--- src/rtl/utf8sd_pkg.sv ---
// Shared types and constants for the UTF-8 stream decoder.
package utf8sd_pkg;

   localparam int unsigned CP_W     = 31;
   localparam int unsigned STATUS_W = 2;
   localparam int unsigned REM_W    = 3;

   localparam logic [STATUS_W-1:0] ST_OK        = 2'd0;
   localparam logic [STATUS_W-1:0] ST_MALFORMED = 2'd1;
   localparam logic [STATUS_W-1:0] ST_TOO_WIDE  = 2'd2;

   localparam logic WIDE_CHARS_RESET = 1'b1;

   typedef enum logic [1:0] {
      MODE_IDLE    = 2'd0,
      MODE_COLLECT = 2'd1,
      MODE_WIDE    = 2'd2,
      MODE_DROP    = 2'd3
   } mode_type;

   typedef struct packed {
      logic [7:0] data_byte;
      logic       end_of_string;
   } item_type;

   typedef struct packed {
      logic                valid;
      logic [CP_W-1:0]     code_point;
      logic [STATUS_W-1:0] status;
      logic                last_result;
   } result_type;

endpackage

--- src/rtl/utf8sd_in_stage.sv ---
// Input register stage: holds one octet until the decode stage can take it.
module utf8sd_in_stage
   import utf8sd_pkg::*;
(
   input  logic     clock,
   input  logic     reset,
   input  logic     req_valid,
   output logic     req_stall,
   input  item_type req_item,
   input  logic     advance,
   output logic     item_valid,
   output item_type item
);

   logic     valid_ff;
   item_type item_ff;
   logic     in_ready;

   assign in_ready   = !valid_ff || advance;
   assign req_stall  = !in_ready;
   assign item_valid = valid_ff;
   assign item       = item_ff;

   always_ff @(posedge clock) begin
      if (reset) begin
         valid_ff <= 1'b0;
      end else if (in_ready) begin
         valid_ff <= req_valid;
      end
   end

   always_ff @(posedge clock) begin
      if (in_ready && req_valid) begin
         item_ff <= req_item;
      end
   end

endmodule

--- src/rtl/utf8sd_decode.sv ---
// Decode state and the per-octet lead/continuation logic, plus the width register.
module utf8sd_decode
   import utf8sd_pkg::*;
(
   input  logic       clock,
   input  logic       reset,
   input  logic       csr_valid,
   output logic       csr_ready,
   input  logic       csr_wide_chars_32bit,
   input  logic       fire,
   input  item_type   item,
   output result_type result
);

   logic              wide_ff;
   mode_type          mode_ff, mode_in;
   logic [REM_W-1:0]  rem_ff, rem_in;
   logic [CP_W-1:0]   acc_ff, acc_in;

   logic [7:0]        b;
   logic              eos;
   logic              lead_bad;
   logic [REM_W-1:0]  lead_len;
   logic [CP_W-1:0]   lead_bits;
   logic [REM_W-1:0]  rem_dec;
   logic [CP_W-1:0]   acc_shift;
   logic              fail;
   result_type        res;

   assign csr_ready = 1'b1;
   assign b         = item.data_byte;
   assign eos       = item.end_of_string;
   assign rem_dec   = rem_ff - REM_W'(1);
   assign acc_shift = {acc_ff[CP_W-7:0], b[5:0]};

   // priority match of the lead octet
   always_comb begin
      lead_bad  = 1'b0;
      lead_len  = '0;
      lead_bits = '0;
      if (b[7] == 1'b0) begin
         lead_bits = CP_W'(b);
      end else if (b[7:5] == 3'b110) begin
         lead_len  = REM_W'(1);
         lead_bits = CP_W'(b[4:0]);
      end else if (b[7:4] == 4'b1110) begin
         lead_len  = REM_W'(2);
         lead_bits = CP_W'(b[3:0]);
      end else if (b[7:3] == 5'b11110) begin
         lead_len  = REM_W'(3);
         lead_bits = CP_W'(b[2:0]);
      end else if (b[7:2] == 6'b111110) begin
         lead_len  = REM_W'(4);
         lead_bits = CP_W'(b[1:0]);
      end else if (b[7:1] == 7'b1111110) begin
         lead_len  = REM_W'(5);
         lead_bits = CP_W'(b[0]);
      end else begin
         lead_bad = 1'b1;
      end
   end

   always_comb begin
      mode_in         = mode_ff;
      rem_in          = rem_ff;
      acc_in          = acc_ff;
      fail            = 1'b0;
      res.valid       = 1'b0;
      res.code_point  = '0;
      res.status      = ST_OK;
      res.last_result = 1'b0;
      case (mode_ff)
         MODE_IDLE: begin
            if (lead_bad) begin
               fail = 1'b1;
            end else if (lead_len == '0) begin
               res.valid       = 1'b1;
               res.code_point  = lead_bits;
               res.last_result = eos;
            end else if (eos) begin
               fail = 1'b1;
            end else begin
               rem_in = lead_len;
               if (lead_len > REM_W'(2) && !wide_ff) begin
                  mode_in = MODE_WIDE;
                  acc_in  = '0;
               end else begin
                  mode_in = MODE_COLLECT;
                  acc_in  = lead_bits;
               end
            end
         end
         MODE_COLLECT: begin
            if (b[7:6] != 2'b10) begin
               fail = 1'b1;
            end else begin
               rem_in = rem_dec;
               if (rem_dec == '0) begin
                  mode_in         = MODE_IDLE;
                  acc_in          = '0;
                  res.valid       = 1'b1;
                  res.code_point  = acc_shift;
                  res.last_result = eos;
               end else begin
                  acc_in = acc_shift;
                  if (eos) begin
                     fail = 1'b1;
                  end
               end
            end
         end
         MODE_WIDE: begin
            // continuation octets are only counted here, not checked
            rem_in = rem_dec;
            if (rem_dec == '0) begin
               mode_in         = eos ? MODE_IDLE : MODE_DROP;
               acc_in          = '0;
               res.valid       = 1'b1;
               res.status      = ST_TOO_WIDE;
               res.last_result = 1'b1;
            end else if (eos) begin
               fail = 1'b1;
            end
         end
         MODE_DROP: begin
            if (eos) begin
               mode_in = MODE_IDLE;
               rem_in  = '0;
               acc_in  = '0;
            end
         end
         default: begin
            mode_in = MODE_IDLE;
         end
      endcase

      if (fail) begin
         mode_in         = eos ? MODE_IDLE : MODE_DROP;
         rem_in          = '0;
         acc_in          = '0;
         res.valid       = 1'b1;
         res.code_point  = '0;
         res.status      = ST_MALFORMED;
         res.last_result = 1'b1;
      end
   end

   always_comb begin
      result       = res;
      result.valid = res.valid && fire;
   end

   always_ff @(posedge clock) begin
      if (reset) begin
         wide_ff <= WIDE_CHARS_RESET;
         mode_ff <= MODE_IDLE;
         rem_ff  <= '0;
         acc_ff  <= '0;
      end else begin
         if (csr_valid && csr_ready) begin
            wide_ff <= csr_wide_chars_32bit;
         end
         if (fire) begin
            mode_ff <= mode_in;
            rem_ff  <= rem_in;
            acc_ff  <= acc_in;
         end
      end
   end

endmodule

--- src/rtl/utf8sd_out_stage.sv ---
// Result register: holds a decoded transaction until the consumer takes it.
module utf8sd_out_stage
   import utf8sd_pkg::*;
(
   input  logic                clock,
   input  logic                reset,
   input  result_type          result,
   output logic                out_ready,
   output logic                rsp_valid,
   input  logic                rsp_stall,
   output logic [CP_W-1:0]     rsp_code_point,
   output logic [STATUS_W-1:0] rsp_status,
   output logic                rsp_last_result
);

   logic       valid_ff;
   result_type data_ff;

   assign out_ready       = !valid_ff || !rsp_stall;
   assign rsp_valid       = valid_ff;
   assign rsp_code_point  = data_ff.code_point;
   assign rsp_status      = data_ff.status;
   assign rsp_last_result = data_ff.last_result;

   always_ff @(posedge clock) begin
      if (reset) begin
         valid_ff <= 1'b0;
      end else if (out_ready) begin
         valid_ff <= result.valid;
      end
   end

   always_ff @(posedge clock) begin
      if (out_ready && result.valid) begin
         data_ff <= result;
      end
   end

endmodule

--- src/rtl/utf8_stream_decoder.sv ---
// UTF-8 stream decoder: one octet per cycle in unless stalled, one code point or error status out.
// An accepted octet goes through the input register, and its result through the result register, to rsp_valid.
// Throughput: one octet per cycle; the input and result registers both move
// whenever the result register is empty or being taken.
// Reset (synchronous, active high): decoder idle awaiting a lead byte, no
// result pending, wide_chars_32bit set to 1.
module utf8_stream_decoder
   import utf8sd_pkg::*;
(
   input  logic                clock,
   input  logic                reset,
   input  logic                req_valid,
   output logic                req_stall,
   input  logic [7:0]          req_data_byte,
   input  logic                req_end_of_string,
   output logic                rsp_valid,
   input  logic                rsp_stall,
   output logic [CP_W-1:0]     rsp_code_point,
   output logic [STATUS_W-1:0] rsp_status,
   output logic                rsp_last_result,
   input  logic                csr_valid,
   output logic                csr_ready,
   input  logic                csr_wide_chars_32bit
);

   item_type   req_item;
   item_type   item;
   logic       item_valid;
   logic       out_ready;
   logic       fire;
   result_type result;

   assign req_item.data_byte     = req_data_byte;
   assign req_item.end_of_string = req_end_of_string;
   assign fire                   = item_valid && out_ready;

   utf8sd_in_stage u_in_stage (
      .clock      (clock),
      .reset      (reset),
      .req_valid  (req_valid),
      .req_stall  (req_stall),
      .req_item   (req_item),
      .advance    (out_ready),
      .item_valid (item_valid),
      .item       (item)
   );

   utf8sd_decode u_decode (
      .clock                (clock),
      .reset                (reset),
      .csr_valid            (csr_valid),
      .csr_ready            (csr_ready),
      .csr_wide_chars_32bit (csr_wide_chars_32bit),
      .fire                 (fire),
      .item                 (item),
      .result               (result)
   );

   utf8sd_out_stage u_out_stage (
      .clock           (clock),
      .reset           (reset),
      .result          (result),
      .out_ready       (out_ready),
      .rsp_valid       (rsp_valid),
      .rsp_stall       (rsp_stall),
      .rsp_code_point  (rsp_code_point),
      .rsp_status      (rsp_status),
      .rsp_last_result (rsp_last_result)
   );

endmodule

--- config.mk ---
export PLATFORM = sky130hd
export DESIGN_NAME = utf8_stream_decoder
export DESIGN_NICKNAME = d
export VERILOG_FILES = /design/src/rtl/utf8sd_pkg.sv /design/src/rtl/utf8sd_in_stage.sv /design/src/rtl/utf8sd_decode.sv /design/src/rtl/utf8sd_out_stage.sv /design/src/rtl/utf8_stream_decoder.sv
export SDC_FILE = /design/constraint.sdc
export NUM_CORES = 1
export LEC_CHECK = 0
export BUFFER_PORTS_ARGS = -buffer_cell sky130_fd_sc_hd__buf_2
export CAP_MARGIN = 20
export CORE_ASPECT_RATIO = 0.6
export CORE_MARGIN = 5
export CORE_UTILIZATION = 55
export CTS_BUF_LIST = sky130_fd_sc_hd__clkbuf_4 sky130_fd_sc_hd__clkbuf_8
export CTS_CLUSTER_DIAMETER = 40
export DETAILED_ROUTE_END_ITERATION = 7
export PLACE_DENSITY = 0.86
export SETUP_SLACK_MARGIN = 0.5
export SLEW_MARGIN = 20
export SYNTH_ARGS = -nofsm -noshare
export SYNTH_HDL_FRONTEND = slang
export SYNTH_SLANG_ARGS = --single-unit
--- constraint.sdc ---
create_clock -name clock -period 9.1 [get_ports clock]
set_input_delay 2.275 -clock clock [delete_from_list [all_inputs] [get_ports clock]]
set_output_delay 2.275 -clock clock [all_outputs]
set_load 0.005 [all_outputs]
==> flow_summary.ini <==
[yosys]
synth_top_area_frac = 0.3779
yosys.area.top_type = edfxtp_1
synth-edff-count = 43
yosys.cell_types.count = 66
synth-seq-cells = 76
synth_area_sq_mm = 0.003417
synth_area_leaders = edfxtp_1 38%, dfxtp_1 19%, and2_1 3.3%, a22o_1 2.6%, ha_1 2.2%
synthesis.nets = 313
synth_ff_type = edfxtp_1
postSynthCellCount = 292
yosysWarnings = 0
async_reset_ff_frac = 0
synthTopCellsByCount = 43 x edfxtp_1, 33 x dfxtp_1, 18 x and2_1
yosys.cell_count.top_type = edfxtp_1
seq_area_frac_synth = 0.5712
avgSynthCellArea_sq_um = 11.70

[detailed_routing]
routed_wl_mm = 7.283
drc = 0
drtIter0Drc = 229
firstDrtPassIters = 5
drt.antenna.violating_nets = 0
wl_per_cell_um = 16.90
routed_via_density = 5.914
dr_total_vias = 2549

[clocking]
cts_hold_buf = 0
cts_made_buffers = 9
cts_tree = yes
cts_max_path_buffers = 2
cts_resized = 0
path_clk_slew_ps = 80
clkSinkCount = 76
clk_latency_ps = 360
postCtsSetupRepairBufs = 0
h-tree-depth = 3
clock_tree.root_cell = clkbuf_8

[global_route]
grt.overflow.total = 0
grt_pass1_wl_mm = 12.00
antenna_found_initial = 0
first_global_vias = 2385
track_usage = 0.1941
grt_max_degree = 35

[sta]
layout_min_cycle_time_ps = 4982
tns_ps = 0
hold_violations = 0
rsz0062_at_grt = no
timing.slew.headroom = 0.3991
final.period_utilization = 0.5475
fin_skew_ps = 10.26
finalWorstSetupSlack_ps = 4118
final_max_slew_viol_count = 0
max_freq_ghz = 0.2007
tightest_slew_ps = 891.9
finalSetupViolCount = 0

[setup_path]
worstSetupPathType = in -> out
crit_required_ps = 6830
arrival_ps = 2710
critPathTopFamily = buffers and inverters
startpoint_type = input port
crit_path_end_kind = output port
slowest_stage = and3_1
path_cells = buf_2 -> and3_1 -> buf_2
critical_path.max_stage_delay_ps = 190
crit_path_frequent_cell = buf_2
path_buf_inv = 2
crit_fanout = 3

[cells_and_area]
fill_cells = 492
synthToLayoutAreaGrowth_pct = 14.32
fin_nets = 363
drive_gt1_frac = 0.2651
fin_area_sq_mm = 0.003906
diodes = 0

[place]
io_buffers = 50
place_area_sq_mm = 0.003700
detailedPlace.worstSlack_ps = 4117
routabilityCongestion = 0.9717
dp_hpwl_mm = 5.300

[die]
core_sq_mm = 0.006083
pin_count = 52
die_height_um = 71.06
die_area_sq_mm = 0.007941
fp.dieW_um = 111.8
rows = 22
start_util = 0.5617

[pwr]
p_leak_nw = 1.479
power_density_mw_per_mm2 = 195.5
peakVddDrop_mv = 0.09637

[flow_run]
maxCapViolCount = 0

[min_path]
hold_class = reg -> reg

[outcome]
outcome = complete, no violations
==> final timing paths <==
kind	start	to	slack [ps]	depth (start not counted)
hold / removal	u_decode.acc_ff[22]$_SDFFE_PP0P_	u_decode.acc_ff[22]$_SDFFE_PP0P_	480	1
setup reg to reg	u_decode.rem_ff[0]$_SDFFE_PP0P_	u_out_stage.rsp_code_point[7]$_SDFFCE_PN0P_	5850	9
setup / recovery	rsp_stall	req_stall	4120	3
hold reg to reg	u_decode.acc_ff[22]$_SDFFE_PP0P_	u_decode.acc_ff[22]$_SDFFE_PP0P_	480	1
==> power breakdown <==
part           switching [mW]  leakage [nW]  internal [mW]  total (mW)
combinational          0.0716         0.703         0.0354       0.107
sequential            0.00979         0.678          0.380       0.390
clock                   0.136        0.0988          0.131       0.267
total                   0.217          1.48          0.547       0.764
==> logic make-up (layout without fill, tap and decap cells) <==
family / Yosys count / count (layout) / share of synthesized area
multiplexers: 1 / 1 / 0.002929
XOR/XNOR: 2 / 2 / 0.005127
adder cells (fa/ha/maj): 6 / 6 / 0.02197
AO/OA/AOI/OAI: 83 / 83 / 0.1974
flip-flops: 76 / 76 / 0.5712
AND/OR/NAND/NOR: 92 / 92 / 0.1534
other: 1 / 1 / 0.001097
buffers and inverters: 31 / 86 / 0.04686
==> metrics by stage <==
stage	power (mW)	std cells	utilization	hold slack, ps
3_5_place_dp	0.5016	415	0.6082	459.9
3_3_place_gp	0.4997	415	0.6082	452.2
2_1_floorplan	0.4718	292	-	435.6
5_1_grt	0.7949	431	0.6421	490.8
4_1_cts	0.7651	431	0.6421	477.1
6_report	0.7637	431	0.6421	477.1
==> cell type report <==
| class | count | area, sq um | area share |
|---|---|---|---|
| clock buffers | 9 | 123.9 | 0.03171 |
| clock inverters | 7 | 82.58 | 0.02114 |
| inverters | 18 | 67.56 | 0.01730 |
| multi-input cells | 185 | 1310 | 0.3354 |
| flip-flops and latches | 76 | 1952 | 0.4997 |
| well taps | 84 | 105.1 | 0.02691 |
| repair buffers | 52 | 265.3 | 0.06791 |
==> state kept, by name, summed over array words and instances (netlist names) <==
signal,count
u_decode.acc_ff,25
u_decode.mode_ff,2
u_decode.rem_ff,3
u_decode.wide_ff,1
u_in_stage.item,9
u_in_stage.item_valid,1
u_out_stage.rsp_code_point,31
u_out_stage.rsp_last_result,1
u_out_stage.rsp_status,2
u_out_stage.rsp_valid,1
==> per-layer routing <==
layer,vias to the layer above,GRT usage,share of wire
li1,1209,-,-
met1,1207,0.2747,0.48
met2,122,0.2616,0.40
met3,11,0.08034,0.11
met4,0,0.07962,0.015
met5,-,0,0
==> worst register-to-register path: stages, from the launching register on <==
cell	delay, ps
dfxtp_1	350
inv_1	90
ha_1	240
xnor2_1	440
nand4_2	390
o21ai_0	480
a2111oi_1	140
buf_4	210
nor3b_2	160
buf_4	400
==> layout by cell type, fill, tap and decap left out, drive strengths merged, types with 9 or more instances in the layout <==
| master | n |
|---|---|
| and2 | 19 |
| and3 | 11 |
| clkbuf | 9 |
| o21ai | 9 |
| a22o | 17 |
| nand2 | 15 |
| inv | 22 |
| edfxtp | 43 |
| buf | 52 |
| nor2 | 11 |
| a21oi | 11 |
| dfxtp | 33 |
| nor3 | 11 |
No activity file was read; power rests on OpenSTA's default activity.
